`config.mk`:
```
export PLATFORM = sky130hd
export DESIGN_NAME = tmps_accum
export DESIGN_NICKNAME = d
export VERILOG_FILES = /design/src/rtl/core/tmps_pkg.sv /design/src/rtl/core/tmps_accum.sv
export SDC_FILE = /design/constraint.sdc
export NUM_CORES = 1
export LEC_CHECK = 0
export BUFFER_PORTS_ARGS = -buffer_cell sky130_fd_sc_hd__buf_2
export CELL_PAD_IN_SITES_DETAIL_PLACEMENT = 2
export CELL_PAD_IN_SITES_GLOBAL_PLACEMENT = 2
export CORE_MARGIN = 2
export CORE_UTILIZATION = 36
export DETAILED_ROUTE_END_ITERATION = 8
export PLACE_DENSITY_LB_ADDON = 0.1
export SLEW_MARGIN = 20
export SYNTH_ARGS = -nofsm -noshare
export SYNTH_HDL_FRONTEND = slang
export SYNTH_SLANG_ARGS = --single-unit
export TNS_END_PERCENT = 1
```
`constraint.sdc`:
```
create_clock -name clk -period 9.9 [get_ports clk]
set_input_delay 0 -clock clk [delete_from_list [all_inputs] [get_ports clk]]
set_output_delay 0 -clock clk [all_outputs]
set_load 0.01 [all_outputs]
```
`src/rtl/core/tmps_pkg.sv`:
```
package tmps_pkg;

  localparam int DATA_BITS    = 16;
  localparam int SUM_BITS     = 26;
  localparam int MAX_ROWS_DEF = 1024;

  typedef struct packed {
    logic signed [DATA_BITS-1:0] value;
    logic                        row_end;
    logic                        triangle_end;
  } in_t;

  typedef struct packed {
    logic signed [SUM_BITS-1:0] min_sum;
    logic                       shape_error;
  } out_t;

  // one entry on its way from the sequencer to the accumulate stage
  typedef struct packed {
    logic                        valid;
    logic signed [DATA_BITS-1:0] value;
    logic                        first;     // column zero of its row
    logic                        has_left;
    logic                        has_up;
    logic                        wr_en;     // column lies inside the row store
    logic                        row_done;
    logic                        tri_end;
    logic                        err;       // sticky shape error including this entry
  } op_t;

endpackage

```
`src/rtl/core/tmps_accum.sv`:
```
module tmps_accum (
  input  logic                                 clk,
  input  logic                                 rst_n,
  input  tmps_pkg::op_t                        op,
  input  logic signed [tmps_pkg::SUM_BITS-1:0] rd_data,
  output logic                                 wr_en,
  output logic signed [tmps_pkg::SUM_BITS-1:0] wr_data,
  output logic                                 res_full,
  output logic                                 out_valid,
  input  logic                                 out_stall,
  output tmps_pkg::out_t                       out_data
);

  localparam int SB = tmps_pkg::SUM_BITS;
  localparam int DB = tmps_pkg::DATA_BITS;

  logic signed [SB-1:0] left_r, left_nxt;
  logic signed [SB-1:0] rmin_r, rmin_nxt;
  logic                 out_valid_r, out_valid_nxt;
  tmps_pkg::out_t       out_data_r, out_data_nxt;
  logic                 spare_valid_r, spare_valid_nxt;
  tmps_pkg::out_t       spare_data_r, spare_data_nxt;

  logic signed [SB-1:0] addend;
  logic signed [SB:0]   sum_w;
  logic signed [SB-1:0] best;
  logic signed [SB-1:0] rmin_upd;
  logic                 res_new;
  logic                 pop;
  tmps_pkg::out_t       res_item;

  always_comb begin
    if (op.has_left && op.has_up) begin
      addend = (left_r < rd_data) ? left_r : rd_data;
    end else if (op.has_left) begin
      addend = left_r;
    end else if (op.has_up) begin
      addend = rd_data;
    end else begin
      addend = '0;
    end
    sum_w = {{(SB + 1 - DB){op.value[DB-1]}}, op.value} + {addend[SB-1], addend};
    // saturate to the sum range
    if (sum_w[SB] != sum_w[SB-1]) begin
      best = sum_w[SB] ? {1'b1, {(SB-1){1'b0}}} : {1'b0, {(SB-1){1'b1}}};
    end else begin
      best = sum_w[SB-1:0];
    end
    rmin_upd = (op.first || (best < rmin_r)) ? best : rmin_r;

    res_new              = op.valid & op.tri_end;
    res_item.min_sum     = rmin_upd;
    res_item.shape_error = op.err;
    pop                  = out_valid_r & ~out_stall;

    left_nxt = left_r;
    rmin_nxt = rmin_r;
    if (op.valid) begin
      rmin_nxt = rmin_upd;
      if (op.row_done) begin
        left_nxt = '0;
      end else if (op.wr_en) begin
        left_nxt = rd_data;
      end
      if (op.tri_end) begin
        left_nxt = '0;
        rmin_nxt = '0;
      end
    end

    // two-entry result queue: head drives the port, spare catches a result
    // that arrives while the head is held
    out_valid_nxt   = out_valid_r;
    out_data_nxt    = out_data_r;
    spare_valid_nxt = spare_valid_r;
    spare_data_nxt  = spare_data_r;
    if (pop) begin
      out_valid_nxt   = spare_valid_r;
      out_data_nxt    = spare_data_r;
      spare_valid_nxt = 1'b0;
    end
    if (res_new) begin
      if (out_valid_nxt) begin
        spare_valid_nxt = 1'b1;
        spare_data_nxt  = res_item;
      end else begin
        out_valid_nxt = 1'b1;
        out_data_nxt  = res_item;
      end
    end
  end

  always_ff @(posedge clk) begin
    if (!rst_n) begin
      left_r        <= '0;
      rmin_r        <= '0;
      out_valid_r   <= 1'b0;
      spare_valid_r <= 1'b0;
    end else begin
      left_r        <= left_nxt;
      rmin_r        <= rmin_nxt;
      out_valid_r   <= out_valid_nxt;
      spare_valid_r <= spare_valid_nxt;
    end
  end

  always_ff @(posedge clk) begin
    out_data_r   <= out_data_nxt;
    spare_data_r <= spare_data_nxt;
  end

  // a new triangle end would find both result registers still taken
  assign res_full  = (spare_valid_r & (out_stall | res_new)) |
                     (out_valid_r & out_stall & res_new);
  assign wr_en     = op.valid & op.wr_en;
  assign wr_data   = best;
  assign out_valid = out_valid_r;
  assign out_data  = out_data_r;

endmodule

```
==> results.md, run 1 <==
- After floorplanning, the core was divided into 53 placement rows.
- The worst hold path terminates at left_r[1]$_SDFFE_PN0P_.
- The max-slew violation total from the final report is 0.
- Summed over all failing endpoints, the final setup total negative slack is 0 ns.
- The beginning of the worst hold path is rd_data[1].
- The worst register-to-register path has a setup slack of 0.77 ns.
- The detailed-routing iteration count for the pre-antenna-repair pass is 4.
- The area share of the largest cell type after synthesis is 20.8%.
- The total core area is 21,100 µm².
- Routability-driven placement finished with a final weighted congestion of 0.841.
- Sequential elements use 31.3% of the synthesized area.
- The number of cells on the worst reg-to-reg path is 33.
- The most common cell after layout, fill and taps aside is sky130_fd_sc_hd__buf_2.
- In the routed design, unresolved DRC markers number 0.
- The cell that appears most often on the critical path is sky130_fd_sc_hd__a21o_1.
- The most area-hungry cell type in the Yosys netlist is sky130_fd_sc_hd__dfxtp_1.
- The combined global-route utilization of all metal layers is 22.4%.
- In the layout the commonest cells are sky130_fd_sc_hd__buf_2 (108), sky130_fd_sc_hd__dfxtp_1 (81), sky130_fd_sc_hd__ha_1 (76).
- Once routing completed, OpenROAD measured the worst setup slack at 0.770 ns.
- The remaining number of nets flagged by the antenna check after routing is 0.
- The synthesized area divided by synthesized cell count is 9.11 µm².
- The clock transition at the registers of the reported paths is 0.09 ns.
- The maximum net fanout on the critical path is 26.
- Dividing total power by cell area gives a power density of 176 nW/µm².
- Measured against its own limit, the worst slew margin works out to 32.5%.
- For this configuration, the core starts out at a cell density of 36.9%.
- The delay of the slowest critical-path stage is 0.67 ns.
- The count of distinct cell types in the synthesized netlist is 63.
- 109 I/O pins were placed.
- Measured along the x axis, the die boundary spans 151 µm.
- The number of max-cap violations is 0.
- The number of enable-type register cells in the synthesized netlist is 27.
- The worst register-to-register path ends at out_data[17]$_DFF_P_.
- The iteration-0 DRC count of the detailed router is 203.
- The count of yosys warnings during synthesis is 0.
- The wire length of the first global-routing pass is 40.1 mm.
- The analysis attributes to cell leakage a power of 4.05 nW.
- The number of antenna violations at the first check in global routing is 1.
- The fraction of final layout cells with drive strength greater than 1 is 18.4%.
- CTS saw 108 sinks.
- The overall routed net length is 25.0 mm.
- Prior to clock tree synthesis, the placed netlist has a worst setup slack of 0.495 ns.
- The launching element of the worst setup path is left_r[1]$_SDFFE_PN0P_.
- STA puts the critical path data required time at 10.16 ns.
- Clock tree synthesis selected as its root buffer the cell sky130_fd_sc_hd__clkbuf_16.
- The TritonCTS clock tree is done.
- The die extent in y is 151 µm.
- The fraction of registers with async set or reset after synthesis is 0%.
- For the worst setup path, the data arrival time is 9.39 ns.
- The run finished with clean final reports.
- The detailed-placement wirelength estimate is 19.3 mm.
- The relative area change from synthesis to final layout is 17.5%.
- The vias after detailed routing is 7,014.
- The worst path uses 92.2% of the clock period.
- For this run the aggregate overflow at the end of global routing stands at 0.
- The routed design could run at a clock period as short as 9.13 ns.
- The via count of the first global-routing pass was 7,586.
- The type of element capturing the critical path is a flip-flop.
- The full die area is 22,800 µm².
- The worst clock skew is 0.0175 ns.
- The H-tree was split into 3 levels.
- Based on the critical path, the design can be clocked at up to 110 MHz.
- The number of hold violations in the final report was 0.
- The post-layout net count is 1,098.
- The pin slew with the least headroom to its limit is 1.01 ns.
- Counting flops and latches in the post-synthesis netlist gives 108.
- The cell count after synthesis came out at 854.
- Dividing the detail-routed via count by the number of cells gives 5.62.
- The post-synthesis instance area is 7780 µm².
- The final-report setup violation count is 0.
- The type of the most critical hold path is in -> reg.
- The worst setup path is of the reg -> reg kind.
- After detailed routing, the average wire length per cell comes to 20.0 µm.
- By area the synthesized netlist is led by sky130_fd_sc_hd__dfxtp_1 (21%), sky130_fd_sc_hd__ha_1 (12%), sky130_fd_sc_hd__edfxtp_1 (10%).
- The clock insertion delay at the later pin of the skew report is 0.37 ns.
- The total of buffers placed on input and output ports is 108.
- The number of antenna diodes in the final layout is 0.
- In this run the deepest clock path goes through 2 buffers.
- STA classifies the critical path startpoint as a flip-flop.
- The worst hold-check slack is 0.0127 ns.
- The maximum number of pins on one net before global-route repair is 55.
- The total clock buffers created by CTS is 9.
- The largest individual stage delay along the critical path comes from the cell sky130_fd_sc_hd__a31o_1.
- The number of setup buffers added after CTS is 0.
- The startpoint identified for the worst register-to-register timing path is left_r[1]$_SDFFE_PN0P_.
- Among all flip-flop cells after synthesis, the most frequent one is sky130_fd_sc_hd__dfxtp_1.
- The worst hold path was traced through 3 stages.
- The net count after synthesis is 984.
- Setup repair after global routing left no endpoint under its margin.
- VDD sags by at most 0.0790 mV.
-- synthesized netlist by cell type (all sizes together) (2+ instances only) --
cell / number
a211oi: 6
a21boi: 2
a21o: 54
a21oi: 36
a221o: 2
a221oi: 3
a22o: 27
a22oi: 51
a31oi: 2
and2: 16
and3: 5
and4: 3
buf: 9
clkbuf: 31
dfxtp: 81
edfxtp: 27
ha: 76
inv: 57
maj3: 26
mux2: 26
mux2i: 21
nand2: 72
nand2b: 2
nand3: 9
nand4: 9
nor2: 36
nor2b: 34
nor3: 5
nor3b: 3
o211ai: 5
o21a: 21
o21ai: 45
o21bai: 2
o31ai: 11
or3: 4
xnor2: 15
xor2: 9
-- report_power, final --
part / internal (mW) / leakage [nW] / switching [mW]
Sequential: 0.515 / 0.910 / 0.0271
Clock: 0.177 / 0.137 / 0.192
Combinational: 0.302 / 3.00 / 0.400
-- flip-flops by register name, indices dropped and copies added, names as in the netlist --
| register | count |
|---|---|
| spare_valid_r | 1 |
| spare_data_r | 27 |
| out_data | 27 |
| left_r | 26 |
| rmin_r | 26 |
| out_valid | 1 |
-- metal layers --
layer | vias to the layer above | share of wire (%) | wire [µm] | track usage [%]
met5 | - | 0.052 | 13 | 0
met4 | 2 | 1.9 | 478 | 6.73
met3 | 34 | 2.2 | 548 | 2.41
met2 | 103 | 52 | 13000 | 42.1
met1 | 3525 | 44 | 10900 | 26.6
li1 | 3350 | - | - | -
-- cell families after synthesis --
family,Yosys count,share of synthesized area [%]
AOI/OAI and AO/OA,275,25.0
xor gates and xnor gates,24,2.70
adders and majority gates,103,15.9
buffers and inverters,97,5.27
DFF,108,31.3
muxes,47,7.11
and+or+nand+nor,200,12.8
-- critical path: cells and delay by family, from the launching register on --
kind	cells	cell delay, ns
AO/OA/AOI/OAI	17	4.18
multiplexers	2	0.64
flip-flops	1	0.42
adder cells (fa/ha/maj)	4	1.33
buffers and inverters	3	0.99
AND/OR/NAND/NOR	6	1.29
XOR/XNOR	1	0.17
-- worst max path at each step --
| stage | end | cells after the start |
|---|---|---|
| final | out_data[17]$_DFF_P_ | 33 |
| after global routing | out_data[17]$_DFF_P_ | 33 |
| after CTS | rmin_r[17]$_SDFFE_PN0P_ | 31 |
| after detailed placement | rmin_r[17]$_SDFFE_PN0P_ | 31 |
| after global placement | rmin_r[10]$_SDFFE_PN0P_ | 31 |
| after floorplan | rmin_r[10]$_SDFFE_PN0P_ | 34 |
-- area by class of cell --
| class | count | area (µm²) |
|---|---|---|
| Clock inverter | 6 | 56.3 |
| Clock buffer | 10 | 229 |
| Tap cell | 275 | 344 |
| Timing Repair Buffer | 143 | 871 |
| Sequential cell | 108 | 2430 |
| Fill cell | 2359 | 11900 |
| Inverter | 57 | 214 |
| Multi-Input combinational cell | 649 | 5000 |
-- timing repair --
| item | CTS | global route |
|---|---|---|
| setup endpoints to repair | 0 | 26 |
| hold endpoints to repair | 25 | 0 |
| resized for setup | 0 | 1 |
| hold buffers | 24 | 0 |
-- per-stage QoR --
| step | util [%] | instance area, µm² | cells | total power [mW] |
|---|---|---|---|---|
| 2_1_floorplan | - | 7780 | 854 | 1.02 |
| 3_3_place_gp | 40.7 | 8590 | 1207 | 1.21 |
| 3_5_place_dp | 40.8 | 8600 | 1208 | 1.25 |
| 4_1_cts | 43.3 | 9130 | 1248 | 1.63 |
| 5_1_grt | 43.4 | 9150 | 1248 | 1.73 |
| 6_report | 43.4 | 9150 | 1248 | 1.61 |
Note: power is estimated with default switching activity, not from simulation.
==> inputs of run 2 (changes only) <==
- PLACE_DENSITY: unset -> 0.86
- PLACE_DENSITY_LB_ADDON: 0.1 -> unset
==> run 2 against run 1 <==
  * Global-route usage grew 1.4 points
  * Critical path depth grew 1
  * Sequential share of layout area is essentially flat
  * Maximum frequency grew 2.5%
  * Total power grew 2.0%
  * Sequential power is essentially flat
  * Register-to-register slack gained 0.24 ns
  * Cell area grew 0.14%
  * Final cell count grew 0.16%
  * Via count grew 1.4%
  * Largest cell class unchanged
  * Highest routed layer unchanged
==> results.md, run 2 (synthesis gave the netlist of run 1 again) <==
- The run finished with clean final reports.
- The worst hold path begins at rd_data[3].
- The critical path arrival is 9.20 ns (-0.19 ns).
- The tree is rooted in a sky130_fd_sc_hd__clkbuf_16.
- The number of clock sinks seen by CTS came to 108 (unchanged).
- The fraction of final layout cells with drive strength greater than 1 was 18.4% (-0.038 points).
- The maximum number of pins on one net before global-route repair is 55 (unchanged).
- The setup total negative slack is 0 ns (unchanged).
- Grouping stages by cell kind, the critical path spends the most delay in compound AO/OA/AOI/OAI gates.
- The number of levels the H-tree was split into is 3 (unchanged).
- The switching power was 648 µW (+4.6%).
- The remaining global-route overflow is 0 (unchanged).
- The critical register-to-register path startpoint is left_r[1]$_SDFFE_PN0P_.
- The most common cell after layout, fill and taps aside is sky130_fd_sc_hd__buf_2.
- The die extent in y is 151 µm (unchanged).
- The peak supply drop is 0.0950 mV (+20%).
- The detailed-placement wirelength estimate is 19.2 mm (-0.55%).
- The relative contribution of the clock network to total power is 22.4% (-0.5 points).
- In this run the worst hold path is classified as in -> reg.
- The relative area change from synthesis to final layout is 17.7%.
- The instance count along the most critical hold path was 3 (unchanged).
- The number of max-cap violations is 0 (unchanged).
- The worst path required time is 10.19 ns (+0.03 ns).
- The top-level I/O count is 109 (unchanged).
- The overall routed net length is 26.8 mm (+7.2%).
- The total core area is 21,100 µm² (unchanged).
- The fraction of power spent switching nets was 39.4% (+0.98 points).
- The mean number of vias per cell is 5.69 (+1.2%).
- The worst-case register-to-register setup slack is 1.01 ns (+0.24 ns).
- The combined global-route utilization of all metal layers was 23.8% (+1.4 points).
- The number of buffers and inverters on the critical path is 4 (+1).
- The end point of the worst hold path is left_r[3]$_SDFFE_PN0P_.
- The detailed-routing iteration count for the pre-antenna-repair pass is 5 (+1).
- The via count of the first global-routing pass came to 7,613 (+0.36%).
- The endpoint of the most critical register-to-register path is rmin_r[17]$_SDFFE_PN0P_.
- In the layout the commonest cells are sky130_fd_sc_hd__buf_2 (108), sky130_fd_sc_hd__dfxtp_1 (81), sky130_fd_sc_hd__ha_1 (76).
- The buffers inserted during post-CTS setup optimization is 0 (unchanged).
- The areal power density over the cells is 180 nW/µm² (+1.9%).
- The full die area is 22,800 µm² (unchanged).
- The routability-driven placement congestion ratio is 0.834 (-0.82%).
- The iteration-0 DRC count of the detailed router is 258 (+27%).
- The worst slew margin relative to its limit came to 31.9% (-0.52 points).
- The number of cells on the worst reg-to-reg path is 31 (-6.1%).
- The max-slew violation total from the final report was 0 (unchanged).
- STA classifies the critical path endpoint as a flip-flop.
- The worst-case clock buffer depth came to 2 (unchanged).
- The TritonCTS clock tree is done.
- The remaining number of nets flagged by the antenna check after routing came to 0 (unchanged).
- The number of buffers added to fix hold violations after cts is 25 (+4.2%).
- The share of the clock period used by the worst path after layout is 90.0% (-2.2 points).
- The die boundary width is 151 µm (unchanged).
- The cell seen most often among critical-path stages is sky130_fd_sc_hd__a21o_1.
- The final-report setup violation count is 0 (unchanged).
- The post-detailed-route wirelength per cell is 21.5 µm (+7.1%).
- Setup repair after global routing left no endpoint under its margin.
- The total clock buffers created by CTS was 9 (unchanged).
- The antenna cell count is 0 (unchanged).
- The filler cell count in the final layout was 2,310 (-2.1%).
- The maximum frequency from static timing analysis came to 112 MHz (+2.5%).
- The type of element launching the critical path is a primary input.
- The total of buffers placed on input and output ports is 108 (unchanged).
- The vias after detailed routing came to 7,110 (+1.4%).
- The post-route minimum period is 8.91 ns (-0.222 ns).
- The critical path is of the in -> reg type.
- The combinational power share was 44.7% (+1.2 points).
- The pin slew with the least headroom to its limit was 1.02 ns (+0.00998 ns).
- The number of antenna violations at the first check in global routing came to 1 (unchanged).
- The number of hold violations in the final report is 0 (unchanged).
- The overall power after layout was 1.65 mW (+2.0%).
- The largest individual stage delay along the critical path comes from the cell sky130_fd_sc_hd__a22o_1.
- The clock insertion delay at the later pin of the skew report is 0.36 ns (about the same).
- The leakage power total is 4.06 nW (+0.16%).
- The internal portion of total power is 998 µW (+0.42%).
- The effective utilization at floorplan is 36.9% (unchanged).
- The post-layout net count is 1,100 (+0.18%).
- The site row count is 53 (unchanged).
- The clock transition at the registers of the reported paths is 0.08 ns (about the same).
- The delay of the slowest critical-path stage is 0.87 ns (+0.20 ns).
- The number of remaining DRC errors is 0 (unchanged).
- The sequential fraction of design power was 32.9% (-0.7 points).
- The maximum net fanout on the critical path was 26 (unchanged).
- The number of cells on the critical path is 34 (+3.0%).
- The wire length of the first global-routing pass is 41.8 mm (+4.2%).
- The number of gates resized after cts is 0 (unchanged).
- The worst clock skew is 0.0122 ns (-0.00532 ns).
[run 2: layout make-up]
| type | instances | area (µm²) | share of cell area (%) |
|---|---|---|---|
| inverter | 57 | 214 | 2.34 |
| sequential | 108 | 2430 | 26.6 |
| timing repair buffer | 145 | 885 | 9.66 |
| multi-input combinational | 649 | 5000 | 54.6 |
| clock inverter | 6 | 56.3 | 0.615 |
| clock buffer | 10 | 229 | 2.50 |
| tap | 275 | 344 | 3.76 |
[run 2: worst max path at each step]
stage | end | start | slack (ns)
2_1_floorplan | rmin_r[10]$_SDFFE_PN0P_ | left_r[1]$_SDFFE_PN0P_ | 2.46
3_3_place_gp | rmin_r[17]$_SDFFE_PN0P_ | left_r[1]$_SDFFE_PN0P_ | 1.31
3_5_place_dp | rmin_r[7]$_SDFFE_PN0P_ | left_r[1]$_SDFFE_PN0P_ | 0.98
4_1_cts | rmin_r[7]$_SDFFE_PN0P_ | rd_data[1] | 0.76
5_1_grt | rmin_r[17]$_SDFFE_PN0P_ | rd_data[1] | 0.39
6_report | rmin_r[17]$_SDFFE_PN0P_ | rd_data[1] | 0.99
[run 2: power groups by stage]
stage	logic, mW	clock network, mW	registers (mW)
floorplan	0.452	0	0.564
global placement	0.668	0	0.549
detailed placement	0.705	0	0.553
CTS	0.735	0.376	0.543
global route	0.805	0.392	0.549
finish	0.735	0.369	0.542
[run 2: routing by layer]
metal	track usage, %	vias to the layer above	wire, µm
met5	0	-	13
met4	8.36	2	705
met3	2.86	43	767
met2	43.4	145	13700
met1	28.8	3568	11600
li1	-	3352	-
[run 2: worst register-to-register path, delay by kind of cell (launching register included)]
kind,cells,cell delay (ns)
DFF,1,0.40
muxes,1,0.23
buffers and inverters,1,0.33
AOI/OAI and AO/OA,17,4.20
and+or+nand+nor,7,2.11
adders and majority gates,4,1.36
xor gates and xnor gates,1,0.18
[run 2: metrics by stage]
stage	instances	utilization (%)	hold slack, ns	area (µm²)	worst slack (ns)
5_1_grt	1250	43.4	0.0510	9160	0.389
3_5_place_dp	1208	40.8	0.204	8590	0.982
2_1_floorplan	854	-	0.0989	7780	2.46
4_1_cts	1249	43.3	0.0112	9130	0.764
3_3_place_gp	1208	40.8	0.201	8590	1.31
6_report	1250	43.4	0.00957	9160	0.991
