<file path="config.mk">
export PLATFORM = sky130hd
export DESIGN_NAME = tmps_seq
export DESIGN_NICKNAME = d
export VERILOG_FILES = /design/src/rtl/core/tmps_pkg.sv /design/src/rtl/core/tmps_seq.sv
export SDC_FILE = /design/constraint.sdc
export NUM_CORES = 1
export LEC_CHECK = 0
export BUFFER_PORTS_ARGS = -buffer_cell sky130_fd_sc_hd__buf_2
export CORE_MARGIN = 10
export CORE_UTILIZATION = 40
export DETAILED_ROUTE_END_ITERATION = 6
export PLACE_DENSITY = 0.73
export SYNTH_ARGS = -nofsm -noshare
export SYNTH_HDL_FRONTEND = slang
export SYNTH_SLANG_ARGS = --single-unit
export TNS_END_PERCENT = 50
</file>
<file path="constraint.sdc">
create_clock -name clk -period 1.9 [get_ports clk]
set_input_delay 0.095 -clock clk [delete_from_list [all_inputs] [get_ports clk]]
set_output_delay 0.095 -clock clk [all_outputs]
set_load 0.05 [all_outputs]
</file>
<file path="src/rtl/core/tmps_pkg.sv">
package tmps_pkg;

  localparam int DATA_BITS    = 16;
  localparam int SUM_BITS     = 26;
  localparam int MAX_ROWS_DEF = 1024;

  typedef struct packed {
    logic signed [DATA_BITS-1:0] value;
    logic                        row_end;
    logic                        triangle_end;
  } in_t;

  typedef struct packed {
    logic signed [SUM_BITS-1:0] min_sum;
    logic                       shape_error;
  } out_t;

  // one entry on its way from the sequencer to the accumulate stage
  typedef struct packed {
    logic                        valid;
    logic signed [DATA_BITS-1:0] value;
    logic                        first;     // column zero of its row
    logic                        has_left;
    logic                        has_up;
    logic                        wr_en;     // column lies inside the row store
    logic                        row_done;
    logic                        tri_end;
    logic                        err;       // sticky shape error including this entry
  } op_t;

endpackage

</file>
<file path="src/rtl/core/tmps_seq.sv">
module tmps_seq #(
  parameter int MAX_ROWS = tmps_pkg::MAX_ROWS_DEF,
  parameter int AW       = (MAX_ROWS > 1) ? $clog2(MAX_ROWS) : 1
) (
  input  logic             clk,
  input  logic             rst_n,
  input  logic             accept,
  input  tmps_pkg::in_t    in_item,
  output logic             rd_en,
  output logic [AW-1:0]    rd_addr,
  output logic [AW-1:0]    wr_addr,
  output tmps_pkg::op_t    op
);

  localparam int CW = $clog2(MAX_ROWS + 1);
  localparam logic [CW-1:0] MAX_C = CW'(MAX_ROWS);

  logic [CW-1:0] col_r, col_nxt;
  logic [CW-1:0] row_r, row_nxt;
  logic          err_r, err_nxt;
  tmps_pkg::op_t op_r, op_nxt;
  logic [AW-1:0] wr_addr_r;

  logic [CW-1:0] col_inc;
  logic [CW-1:0] row_inc;
  logic          in_store;
  logic          ends_row;
  logic          len_bad;
  logic          err_now;

  always_comb begin
    in_store = (col_r < MAX_C);
    col_inc  = in_store ? col_r + 1'b1 : col_r;
    row_inc  = (row_r < MAX_C) ? row_r + 1'b1 : row_r;
    ends_row = in_item.row_end | in_item.triangle_end;
    len_bad  = ends_row && ({1'b0, col_inc} != ({1'b0, row_r} + 1'b1));
    err_now  = (row_r >= MAX_C) | len_bad;

    op_nxt          = op_r;
    op_nxt.valid    = accept;
    col_nxt         = col_r;
    row_nxt         = row_r;
    err_nxt         = err_r;
    if (accept) begin
      op_nxt.value    = in_item.value;
      op_nxt.first    = (col_r == '0);
      op_nxt.has_left = (col_r != '0) && (col_r <= row_r);
      op_nxt.has_up   = (row_r != '0) && (col_r < row_r) && in_store;
      op_nxt.wr_en    = in_store;
      op_nxt.row_done = ends_row;
      op_nxt.tri_end  = in_item.triangle_end;
      op_nxt.err      = err_r | err_now;
      if (in_item.triangle_end) begin
        col_nxt = '0;
        row_nxt = '0;
        err_nxt = 1'b0;
      end else if (in_item.row_end) begin
        col_nxt = '0;
        row_nxt = row_inc;
        err_nxt = err_r | err_now;
      end else begin
        col_nxt = col_inc;
        err_nxt = err_r | err_now;
      end
    end
  end

  always_ff @(posedge clk) begin
    if (!rst_n) begin
      col_r      <= '0;
      row_r      <= '0;
      err_r      <= 1'b0;
      op_r.valid <= 1'b0;
    end else begin
      col_r      <= col_nxt;
      row_r      <= row_nxt;
      err_r      <= err_nxt;
      op_r.valid <= op_nxt.valid;
    end
    op_r.value    <= op_nxt.value;
    op_r.first    <= op_nxt.first;
    op_r.has_left <= op_nxt.has_left;
    op_r.has_up   <= op_nxt.has_up;
    op_r.wr_en    <= op_nxt.wr_en;
    op_r.row_done <= op_nxt.row_done;
    op_r.tri_end  <= op_nxt.tri_end;
    op_r.err      <= op_nxt.err;
    if (accept) begin
      wr_addr_r <= col_r[AW-1:0];
    end
  end

  assign rd_en   = accept & in_store;
  assign rd_addr = col_r[AW-1:0];
  assign wr_addr = wr_addr_r;
  assign op      = op_r;

endmodule

</file>
==> results of run 1 <==
==> worst max-delay path, delay by kind of cell, from the launching register on <==
family	cells	cell delay (ns)
xor+xnor	3	0.58
compound gates	3	0.54
flops	1	0.36
simple gates	1	0.33
fa+ha+maj	1	0.17
==> metal layers <==
metal	GRT usage, %	vias up
met5	0	-
met4	5.82	0
met3	4.97	22
met2	26.4	95
met1	18.1	1310
li1	-	1340
==> cell families (layout without fill, tap and decap cells) <==
| kind of cell | count (synthesis) | count (layout) | synth area share, % |
|---|---|---|---|
| and+or+nand+nor | 97 | 97 | 18.8 |
| AOI/OAI and AO/OA | 59 | 59 | 12.1 |
| xor gates and xnor gates | 25 | 25 | 8.30 |
| muxes | 1 | 1 | 0.325 |
| DFF | 57 | 57 | 47.8 |
| buffers and inverters | 40 | 191 | 6.59 |
| adders and majority gates | 15 | 15 | 6.10 |
==> final cells by class <==
cell class | count | area share (%)
Clock buffer | 10 | 2.86
Clock inverter | 6 | 0.980
Inverter | 18 | 1.62
Multi-Input combinational cell | 197 | 34.5
Sequential cell | 57 | 33.3
Tap cell | 99 | 2.77
Timing Repair Buffer | 157 | 24.0
==> final timing paths <==
kind,from,endpoint,slack [ns],cells after the start
worst max-delay path,row_r[0]$_SDFFE_PN0P_,op[0]$_DFFE_PP_,-0.35,8
worst min-delay path,in_item[1],err_r$_SDFFE_PN0P_,0.13,3
worst max register to register,row_r[0]$_SDFFE_PN0P_,op[0]$_DFFE_PP_,-0.35,8
worst min register to register,row_r[10]$_SDFFE_PN0P_,row_r[10]$_SDFFE_PN0P_,0.54,2
==> per-stage QoR <==
step / worst slack, ns / cell area [µm²] / TNS (ns) / hold WS, ns / utilization, %
floorplan: -0.0463 / 3140 / -0.0463 / 0.194 / -
global placement: -0.282 / 4000 / -0.531 / 0.273 / 54.2
detailed placement: -0.302 / 4000 / -0.632 / 0.273 / 54.2
CTS: -0.246 / 4400 / -0.500 / 0.124 / 59.7
global route: -0.425 / 4470 / -1.02 / 0.139 / 60.6
finish: -0.348 / 4470 / -0.700 / 0.131 / 60.6
==> sequential cells by signal (all words and copies together), names as in the netlist <==
| name | cells |
|---|---|
| op | 24 |
| col_r | 11 |
| row_r | 11 |
| wr_addr | 10 |
| err_r | 1 |
==> power by group <==
part | switching (W) | total, W | internal, W
logic | 0.000282 | 0.000412 | 0.000131
registers | 0.0000145 | 0.00137 | 0.00135
clock network | 0.000525 | 0.00100 | 0.000476
==> layout by cell type, fill, tap and decap left out, types with 11 or more instances in the layout <==
cell type / n
dlygate4sd3_1: 17
xnor2_1: 14
a21oi_1: 14
buf_2: 65
buf_4: 74
ha_1: 11
nand2_1: 15
nor2b_1: 16
dfxtp_1: 17
o21ai_0: 12
edfxtp_1: 33
nor2_1: 13
nand3_1: 14
inv_1: 16
==> repair_timing <==
action                     4_1_cts  5_1_grt
hold endpoints to repair        17        0
setup buffers                    3        0
gates resized for setup         10       12
pin swaps                        9        6
hold buffers                    17        0
cloned                           0        0
setup endpoints to repair        4        4
==> results.txt, run 1 <==
----------------------------------------------------
[Critical path]
  Highest net fanout along the worst path ... 4
  Ordered cell list for the critical path ... ha_4, xor2_1, xnor2_1, xnor2_1, or3_1, a21oi_2, o2111ai_2, a21boi_2
  CP dominant cell by count ... xnor2_1
  Worst Path Class, Setup ... reg -> reg
  Critical Path AT ... 2.33 ns
  Kind of start point of the critical path ... flop
  Critical path's slowest cell ... dfxtp_4
  Critical path capture point type ... flop
  Critical path's largest stage delay ... 0.36 ns
  Data required time of the worst path ... 1.98 ns

[Run status]
  Result of the run ... complete, but fails checks
  Violations in the final reports ... negative setup slack

[Global routing]
  Maximum number of pins on one net before global-route repair ... 25
  Via count of the first global-routing pass ... 2,797
  Grt total ovfl ... 0
  Total Routing Usage GR ... 15.7%
  Wire length of the first global-routing pass ... 14.4 mm
  Number of antenna violations at the first check in global routing ... 0

[Detailed routing]
  Routed metal-1 wire length ... 3.91 mm
  Final wirelength ... 9.20 mm
  TritonRoute pass-1 iters ... 4
  Antenna Nets Post-Route ... 0
  Highest Signal Layer ... met4
  Detailed-route wire length per cell ... 16.9 µm
  Residual DRC count ... 0
  Detailed-route vias per instance ... 5.09
  Met2 wire length ... 4.34 mm
  Via count ... 2,767
  Met3 Wirelength ... 723 µm
  Iteration-0 DRC Markers ... 99

[Synth]
  Cell with the most instances after synthesis ... edfxtp_1
  Most instantiated flip-flop cell in the synthesis netlist ... edfxtp_1
  Number of synthesized flops with an enable pin ... 33
  Yosys top cell area share ... 32.2%
  Yosys reg bits ... 57
  Async set-or-reset flop fraction in the synthesized netlist ... 0%
  Top area cells in the synthesized netlist ... edfxtp_1, dfxtp_1, ha_1
  Register area share after synthesis ... 47.8%
  Top cell type by total area after synthesis ... edfxtp_1
  Cell count after synthesis ... 294
  Commonest cells post-synth ... edfxtp_1, dfxtp_1, inv_1
  Number of library cell types mapped by synthesis ... 52
  Cell area after technology mapping ... 3080 µm²
  Mean instance size in the synthesized netlist ... 10.5 µm²
  Post-Synthesis Net Count ... 330
  Synthesis warning total ... 0

[Clock tree]
  Clock insertion delay at the later pin of the skew report ... 0.35 ns
  Worst-path clk slew ... 0.07 ns
  Largest buffer count on any clock path ... 2
  Clock root buffer master ... clkbuf_8
  CTS sink count ... 57
  TritonCTS clock tree ... done
  Inserted Clock Buffers ... 9
  CTS HTree Levels ... 3

[STA]
  Number of pins exceeding their max-slew limit in the final report ... 0
  Final critical-path share of the clock period ... 118%
  Layout Skew ... 0.0117 ns
  Final worst-path setup slack ... -0.348 ns
  Unrepaired setup endpoints after global routing ... true
  Final count of negative-setup-slack endpoints ... 3
  Number of endpoints with negative hold slack in the final report ... 0
  Minimum clock period after layout ... 2.25 ns
  Peak clock frequency supported by timing ... 445 MHz
  Actual slew at the worst max-slew pin ... 0.486 ns
  Relative slew margins ... 67.5%

[Floorplan]
  Placeable core region ... 7370 µm²
  Die width ... 108 µm
  Die Area ... 11,600 µm²
  Height of the die ... 108 µm
  Initial Util ... 41.7%
  Row count ... 31
  I/O pin total ... 66

[Power and ir drop]
  Post-layout total power ... 0.00278 W
  Leak Pwr ... 1.93 nW
  Power density of the placed cells ... 622 nW/µm²
  Worst IR drop on VDD ... 0.336 mV

[Flow run]
  Max-capacitance violation count ... 0

[Layout]
  Number of filler cells placed in the layout ... 591
  Count of nets after finishing ... 476
  Finished Layout Cells ... 544
  Combined flip-flop and latch cell area ... 1490 µm²
  Share of final-layout standard cells stronger than drive strength 1 ... 42.7%
  Multi-input combinational cell area ... 1540 µm²
  Area added between synthesis and finish ... 45.2%
  Antenna Cells ... 0

[Placement]
  Final GP Congestion ... 0.932
  Cell Count Post-Placement ... 508
  Half-perimeter wire length after detailed placement ... 6.65 mm
  Count of input and output buffers ... 65

[Hold path]
  Worst min-delay path class ... in -> reg

----------------------------------------------------
Note: power is estimated with default switching activity, not from simulation.
==> run 2: changes to the inputs <==
--- a/config.mk
+++ b/config.mk
@@ -5,11 +5,12 @@
 export SDC_FILE = /design/constraint.sdc
 export NUM_CORES = 1
 export LEC_CHECK = 0
+export ABC_CLOCK_PERIOD_IN_PS = 1900
 export BUFFER_PORTS_ARGS = -buffer_cell sky130_fd_sc_hd__buf_2
 export CORE_MARGIN = 10
-export CORE_UTILIZATION = 40
+export CORE_UTILIZATION = 49
 export DETAILED_ROUTE_END_ITERATION = 6
-export PLACE_DENSITY = 0.73
+export PLACE_DENSITY = 0.85
 export SYNTH_ARGS = -nofsm -noshare
 export SYNTH_HDL_FRONTEND = slang
 export SYNTH_SLANG_ARGS = --single-unit
==> run 2 against run 1 <==
The run still ends with negative setup slack left. Design area decreased by 4.3%. Count of clock-buffer cells in the layout increased by 2. Setup slack improved by 0.20 ns. Critical path depth unchanged. First-iteration DRC count increased by 36%. Global-route usage increased by 2.0 points. Sequential share of layout area increased by 1.5 points. Worst hold slack got worse by 0.018 ns. Register-to-register slack improved by 0.20 ns. Critical endpoint unchanged. Largest cell class unchanged. Largest power group unchanged.
==> results.txt, run 2 (synthesis gave the netlist of run 1 again) <==
----------------------------------------------------
[Run status]
  Result of the run ... complete, but fails checks
  Violations in the final reports ... negative setup slack

[Critical path]
  Worst reg2reg path depth ... 8 (unchanged)
  Reg-to-reg endpoint ... op[0]$_DFFE_PP_
  Critical path capture point type ... flop
  Highest net fanout along the worst path ... 6 (+2)
  Worst flop-to-flop path startpoint ... row_r[0]$_SDFFE_PN0P_
  Kind of start point of the critical path ... flop
  Critical Path AT ... 2.14 ns (-0.19 ns)
  Flop-to-flop setup slack ... -0.15 ns (+0.20 ns)
  Data required time of the worst path ... 1.99 ns (about the same)
  Worst Path Class, Setup ... reg -> reg

[Hold path]
  Worst min-delay path class ... in -> reg
  Worst hold path startpoint ... in_item[0]
  Hold worst-path end ... err_r$_SDFFE_PN0P_
  Worst hold stages ... 3 (unchanged)

[Floorplan]
  Die Area ... 9850 µm² (-15%)
  Row count ... 28 (-9.7%)
  Initial Util ... 51.1% (+9.3 points)
  Placeable core region ... 6030 µm² (-18%)
  I/O pin total ... 66 (unchanged)
  Height of the die ... 99.2 µm (-7.9%)
  Die width ... 99.2 µm (-7.9%)

[Detailed routing]
  TritonRoute pass-1 iters ... 4 (unchanged)
  Final wirelength ... 8.78 mm (-4.5%)
  Iteration-0 DRC Markers ... 135 (+36%)
  Residual DRC count ... 0 (unchanged)
  Detailed-route vias per instance ... 5.44 (+7.0%)
  Antenna Nets Post-Route ... 0 (unchanged)
  Detailed-route wire length per cell ... 17.5 µm (+3.2%)
  Via count ... 2,738 (-1.0%)

[Global routing]
  Wire length of the first global-routing pass ... 14.1 mm (-2.3%)
  Via count of the first global-routing pass ... 2,718 (-2.8%)
  Number of antenna violations at the first check in global routing ... 0 (unchanged)
  Total Routing Usage GR ... 17.7% (+2.0 points)
  Grt total ovfl ... 0 (unchanged)
  Maximum number of pins on one net before global-route repair ... 39 (+56%)

[Layout]
  Final core utilization ... 71.0% (+10 points)
  Max FFs per register ... 24 (unchanged)
  Antenna Cells ... 0 (unchanged)
  Top library cells by usage in the layout, fill and taps aside ... buf_2, buf_4, edfxtp_1
  Share of final-layout standard cells stronger than drive strength 1 ... 39.3% (-3.4 points)
  Finished Layout Cells ... 503 (-7.5%)
  Area added between synthesis and finish ... 39.0%
  Count of nets after finishing ... 459 (-3.6%)
  Number of filler cells placed in the layout ... 442 (-25%)
  Most common cell after layout, fill and taps aside ... buf_2

[STA]
  Post-Route Setup TNS ... -0.318 ns (+0.382 ns)
  Number of pins exceeding their max-slew limit in the final report ... 0 (unchanged)
  Minimum clock period after layout ... 2.05 ns (-0.197 ns)
  Final worst-path setup slack ... -0.151 ns (+0.197 ns)
  Unrepaired setup endpoints after global routing ... true
  Final count of negative-setup-slack endpoints ... 3 (unchanged)
  Final critical-path share of the clock period ... 108% (-10 points)
  Layout Skew ... 0.00804 ns (-0.00361 ns)
  Final hold slack ... 0.113 ns (-0.0182 ns)
  Actual slew at the worst max-slew pin ... 0.449 ns (-0.0366 ns)
  Peak clock frequency supported by timing ... 488 MHz (+9.6%)
  Relative slew margins ... 70.0% (+2.4 points)
  Number of endpoints with negative hold slack in the final report ... 0 (unchanged)

[Power and ir drop]
  Int Pwr ... 0.00205 W (+4.6%)
  Share of total power in the clock network ... 37.6% (+1.6 points)
  Leak Pwr ... 1.83 nW (-4.9%)
  Net switching power figure ... 0.000780 W (-5.0%)
  Power density of the placed cells ... 662 nW/µm² (+6.3%)
  Flop pwr share ... 48.4% (-0.8 points)
  Worst IR drop on VDD ... 0.503 mV (+49%)
  Combinational Power Share ... 14.0% (-0.8 points)
  Switching share of total power ... 27.6% (-2.0 points)

[Placement]
  Half-perimeter wire length after detailed placement ... 6.39 mm (-4.0%)
  Cell Count Post-Placement ... 469 (-7.7%)
  Setup Slack @ Placement ... -0.197 ns (+0.106 ns)
  Final GP Congestion ... 0.877 (-6.0%)
  Count of input and output buffers ... 65 (unchanged)

[Clock tree]
  CTS HTree Levels ... 3 (unchanged)
  Largest buffer count on any clock path ... 2 (unchanged)
  Worst-path clk slew ... 0.06 ns (about the same)
  Inserted Clock Buffers ... 9 (unchanged)
  Clock root buffer master ... clkbuf_8
  Clock insertion delay at the later pin of the skew report ... 0.35 ns (about the same)
  TritonCTS clock tree ... done
  CTS sink count ... 57 (unchanged)

[Flow run]
  Max-capacitance violation count ... 0 (unchanged)

----------------------------------------------------
run 2: changes by cell type in the layout (fill, tap and decap cells not counted), sizes merged:
| cell | previous run | this run |
|---|---|---|
| buf | 140 | 123 |
| clkinv | 4 | 3 |
| clkbuf | 10 | 12 |
| inv | 19 | 18 |
run 2: layout make-up:
cell class                 instances  area, µm²  area share, %
multi-input combinational        197       1490           34.9
sequential                        57       1490           34.8
timing repair buffer             140        943           22.1
clock buffer                      12        165           3.86
tap                               75       93.8           2.19
inverter                          18       67.6           1.58
clock inverter                     4       26.3          0.614
run 2: worst max path at each step:
stage | depth (start not counted) | to | startpoint
2_1_floorplan | 8 | op[0]$_DFFE_PP_ | col_r[1]$_SDFFE_PN0P_
3_3_place_gp | 8 | op[0]$_DFFE_PP_ | row_r[0]$_SDFFE_PN0P_
3_5_place_dp | 8 | op[0]$_DFFE_PP_ | col_r[3]$_SDFFE_PN0P_
4_1_cts | 8 | op[0]$_DFFE_PP_ | col_r[1]$_SDFFE_PN0P_
5_1_grt | 8 | op[0]$_DFFE_PP_ | col_r[0]$_SDFFE_PN0P_
6_report | 8 | op[0]$_DFFE_PP_ | row_r[0]$_SDFFE_PN0P_
run 2: what timing repair did:
action                                  CTS  global route
gates resized for setup                   8             4
hold endpoints to repair                 17             0
pin swaps                                 8             6
hold buffers                             17             0
endpoints found under the setup margin    3             4
setup buffers                             1             0
run 2: per-layer routing:
metal	track usage [%]	vias to the layer above	routed length (µm)
met5	0	-	0
met3	6.23	18	696
met2	29.4	120	4220
met1	20.2	1301	3680
met4	7.17	0	182
li1	-	1299	-
run 2: power by group through the flow:
| stage | Combinational [W] | Clock, W | Sequential [W] |
|---|---|---|---|
| after global routing | 0.000419 | 0.00114 | 0.00137 |
| after detailed placement | 0.000358 | 0 | 0.00140 |
| after global placement | 0.000351 | 0 | 0.00139 |
| after floorplan | 0.0000810 | 0 | 0.00156 |
| final | 0.000396 | 0.00106 | 0.00137 |
| after CTS | 0.000392 | 0.00107 | 0.00137 |
run 2: worst max-delay path, cell delays in order (launching register included):
cell and delay [ns]:
dfxtp_4 0.36, ha_4 0.17, xor2_2 0.15, xnor2_1 0.21, xnor2_1 0.09, or3_1 0.30, a21oi_1 0.20, o2111ai_2 0.16
a21boi_1 0.15
run 2: stage by stage:
step                total power, W  cell area [µm²]
CTS                        0.00284             4260
finish                     0.00283             4280
global placement           0.00174             3850
detailed placement         0.00175             3850
floorplan                  0.00164             3140
global route               0.00293             4280
==> run 3: changes to the inputs <==
--- a/config.mk
+++ b/config.mk
@@ -6,10 +6,11 @@
 export NUM_CORES = 1
 export LEC_CHECK = 0
 export ABC_CLOCK_PERIOD_IN_PS = 1900
-export BUFFER_PORTS_ARGS = -buffer_cell sky130_fd_sc_hd__buf_2
+export BUFFER_PORTS_ARGS = -buffer_cell sky130_fd_sc_hd__buf_4
 export CORE_MARGIN = 10
 export CORE_UTILIZATION = 49
 export DETAILED_ROUTE_END_ITERATION = 6
+export HOLD_SLACK_MARGIN = 0.1
 export PLACE_DENSITY = 0.85
 export SYNTH_ARGS = -nofsm -noshare
 export SYNTH_HDL_FRONTEND = slang
==> constraint.sdc (replaced) <==
create_clock -name clk -period 1.9 [get_ports clk]
set_input_delay 0.19 -clock clk [delete_from_list [all_inputs] [get_ports clk]]
set_output_delay 0.19 -clock clk [all_outputs]
set_load 0.05 [all_outputs]
==> run 3 against run 2 <==
Design area rose by 6.7%. Critical endpoint unchanged. Via count rose by 3.0%. Largest power group unchanged. Power rose by 3.2%. The run still ends with negative setup slack left. Count of clock-buffer cells in the layout fell by 2.
==> results.txt, run 3 (synthesis gave the netlist of run 1 again) <==
----------------------------------------------------
[STA]
  Peak clock frequency supported by timing ... 482 MHz (-1.1%)
  Final worst-path setup slack ... -0.174 ns (-0.0230 ns)
  Minimum clock period after layout ... 2.07 ns (+0.0230 ns)
  Final critical-path share of the clock period ... 109% (+1.2 points)
  Relative slew margins ... 68.8% (-1.2 points)
  Final count of negative-setup-slack endpoints ... 4 (+1)
  Number of endpoints with negative hold slack in the final report ... 0 (unchanged)
  Layout Skew ... 0.00535 ns (-0.00269 ns)
  Number of pins exceeding their max-slew limit in the final report ... 0 (unchanged)
  Actual slew at the worst max-slew pin ... 0.467 ns (+0.0180 ns)
  Unrepaired setup endpoints after global routing ... true

[Hold path]
  Worst hold path startpoint ... rst_n
  Worst min-delay path class ... in -> reg

[Power and ir drop]
  Power density of the placed cells ... 640 nW/µm² (-3.3%)
  Flop pwr share ... 46.9% (-1.5 points)
  Post-layout total power ... 0.00292 W (+3.2%)
  Leak Pwr ... 1.96 nW (+7.1%)
  Worst IR drop on VDD ... 0.503 mV (+0.16%)
  Share of total power in the clock network ... 38.2% (+0.6 points)
  Switching share of total power ... 26.8% (-0.74 points)
  Int Pwr ... 0.00214 W (+4.3%)
  Combinational Power Share ... 14.8% (+0.8 points)
  Net switching power figure ... 0.000783 W (+0.44%)

[Critical path]
  WP buf/inv ... 0 (unchanged)
  Worst Path Class, Setup ... reg -> reg
  Ordered cell list for the critical path ... ha_4, and4b_4, and3_4, xnor3_1, nand2_1, nor4_2, o2111ai_1, a21boi_1
  Critical path capture point type ... flop
  Critical path's slowest cell ... dfxtp_4
  Highest net fanout along the worst path ... 5 (-1)
  Data required time of the worst path ... 1.99 ns (about the same)
  Critical Path AT ... 2.16 ns (+0.02 ns)
  Kind of start point of the critical path ... flop
  Delay-heaviest family, CP ... simple AND/OR/NAND/NOR gates
  Worst flop-to-flop path startpoint ... col_r[0]$_SDFFE_PN0P_
  Critical path's largest stage delay ... 0.39 ns (+0.03 ns)
  Crit. Startpoint ... col_r[0]$_SDFFE_PN0P_

[Detailed routing]
  Residual DRC count ... 0 (unchanged)
  Iteration-0 DRC Markers ... 169 (+25%)
  Antenna Nets Post-Route ... 0 (unchanged)
  TritonRoute pass-1 iters ... 5 (+1)
  Via count ... 2,820 (+3.0%)
  Detailed-route wire length per cell ... 17.5 µm (+0.38%)
  Final wirelength ... 8.99 mm (+2.4%)
  Detailed-route vias per instance ... 5.50 (+0.99%)

[Global routing]
  Wire length of the first global-routing pass ... 14.3 mm (+1.2%)
  Number of antenna violations at the first check in global routing ... 0 (unchanged)
  Total Routing Usage GR ... 17.8% (+0.17 points)
  Grt total ovfl ... 0 (unchanged)
  Via count of the first global-routing pass ... 2,837 (+4.4%)
  Maximum number of pins on one net before global-route repair ... 40 (+2.6%)

[Floorplan]
  Initial Util ... 51.1% (unchanged)
  Placeable core region ... 6030 µm² (unchanged)
  Height of the die ... 99.2 µm (unchanged)
  I/O pin total ... 66 (unchanged)
  Row count ... 28 (unchanged)
  Die width ... 99.2 µm (unchanged)
  Die Area ... 9850 µm² (unchanged)

[Clock tree]
  Worst-path clk slew ... 0.07 ns (about the same)
  Largest buffer count on any clock path ... 2 (unchanged)
  CTS HTree Levels ... 3 (unchanged)
  Clock insertion delay at the later pin of the skew report ... 0.34 ns (about the same)
  TritonCTS clock tree ... done
  Inserted Clock Buffers ... 9 (unchanged)
  Clock root buffer master ... clkbuf_8
  CTS sink count ... 57 (unchanged)

[Layout]
  Max FFs per register ... 24 (unchanged)
  Antenna Cells ... 0 (unchanged)
  Top library cells by usage in the layout, fill and taps aside ... buf_4, edfxtp_1, dlygate4sd3_1
  Count of nets after finishing ... 469 (+2.2%)
  Area added between synthesis and finish ... 48.4%
  Most common cell after layout, fill and taps aside ... buf_4
  Final core utilization ... 75.7% (+4.8 points)
  Share of final-layout standard cells stronger than drive strength 1 ... 42.7% (+3.4 points)

[Run status]
  Result of the run ... complete, but fails checks
  Violations in the final reports ... negative setup slack

[Placement]
  Half-perimeter wire length after detailed placement ... 6.45 mm (+0.95%)
  Count of input and output buffers ... 65 (unchanged)
  Final GP Congestion ... 0.897 (+2.3%)

[Flow run]
  Max-capacitance violation count ... 0 (unchanged)

----------------------------------------------------
-- run 3: changes by cell type in the layout (fill, tap and decap cells not counted), moves of 3 or more --
cell | previous run | this run
dfxtp_2 | 4 | 7
buf_4 | 57 | 133
xnor2_2 | 1 | 5
buf_2 | 65 | 0
xnor2_1 | 16 | 12
dfxtp_1 | 17 | 13
-- run 3: final cells by class --
cell class	count	area, µm²
multi-input cells	197	1540
flip-flops and latches	57	1500
fillers	380	1460
repair buffers	150	1170
clock buffers	10	138
well taps	75	93.8
inverters	18	70.1
clock inverters	6	57.6
-- run 3: worst paths after layout --
check / end / slack, ns / cells after the start
setup / recovery: op[0]$_DFFE_PP_ / -0.17 / 8
hold / removal: col_r[10]$_SDFFE_PN0P_ / 0.19 / 3
setup reg to reg: op[0]$_DFFE_PP_ / -0.17 / 8
hold reg to reg: row_r[5]$_SDFFE_PN0P_ / 0.50 / 2
-- run 3: layer usage --
layer	global-route usage, %	part of all wire [%]	vias up
met5	0	0	-
met4	7.61	2.1	0
met3	6.16	8.5	21
met2	30.3	50	131
met1	19.8	40	1336
li1	-	-	1332
-- run 3: worst reg2reg max path, stage by stage, from the launching register on --
cell and delay, ns:
dfxtp_4 0.39, ha_4 0.15, and4b_4 0.23, and3_4 0.21, xnor3_1 0.15, nand2_1 0.07, nor4_2 0.29, o2111ai_1 0.18
a21boi_1 0.16
-- run 3: what timing repair did --
action	4_1_cts	5_1_grt
endpoints found under the setup margin	4	9
buffers inserted	3	4
hold endpoints to repair	17	0
hold buffers	17	0
pin swaps	11	7
gates resized for setup	13	13
-- run 3: power by group through the flow --
stage	clock, W	combinational, W	sequential (W)
finish	0.00112	0.000433	0.00137
global route	0.00118	0.000458	0.00137
CTS	0.00112	0.000429	0.00137
detailed placement	0	0.000396	0.00140
global placement	0	0.000389	0.00139
floorplan	0	0.0000810	0.00156
-- run 3: stage by stage --
step / hold slack (ns) / std cells / cell area [µm²] / setup TNS (ns) / setup slack, ns
floorplan: 0.289 / 294 / 3140 / -0.0463 / -0.0463
global placement: 0.369 / 473 / 4030 / -0.216 / -0.182
detailed placement: 0.370 / 473 / 4030 / -0.321 / -0.195
CTS: 0.198 / 509 / 4490 / -0.174 / -0.153
global route: 0.212 / 513 / 4560 / -0.705 / -0.292
finish: 0.194 / 513 / 4560 / -0.301 / -0.174
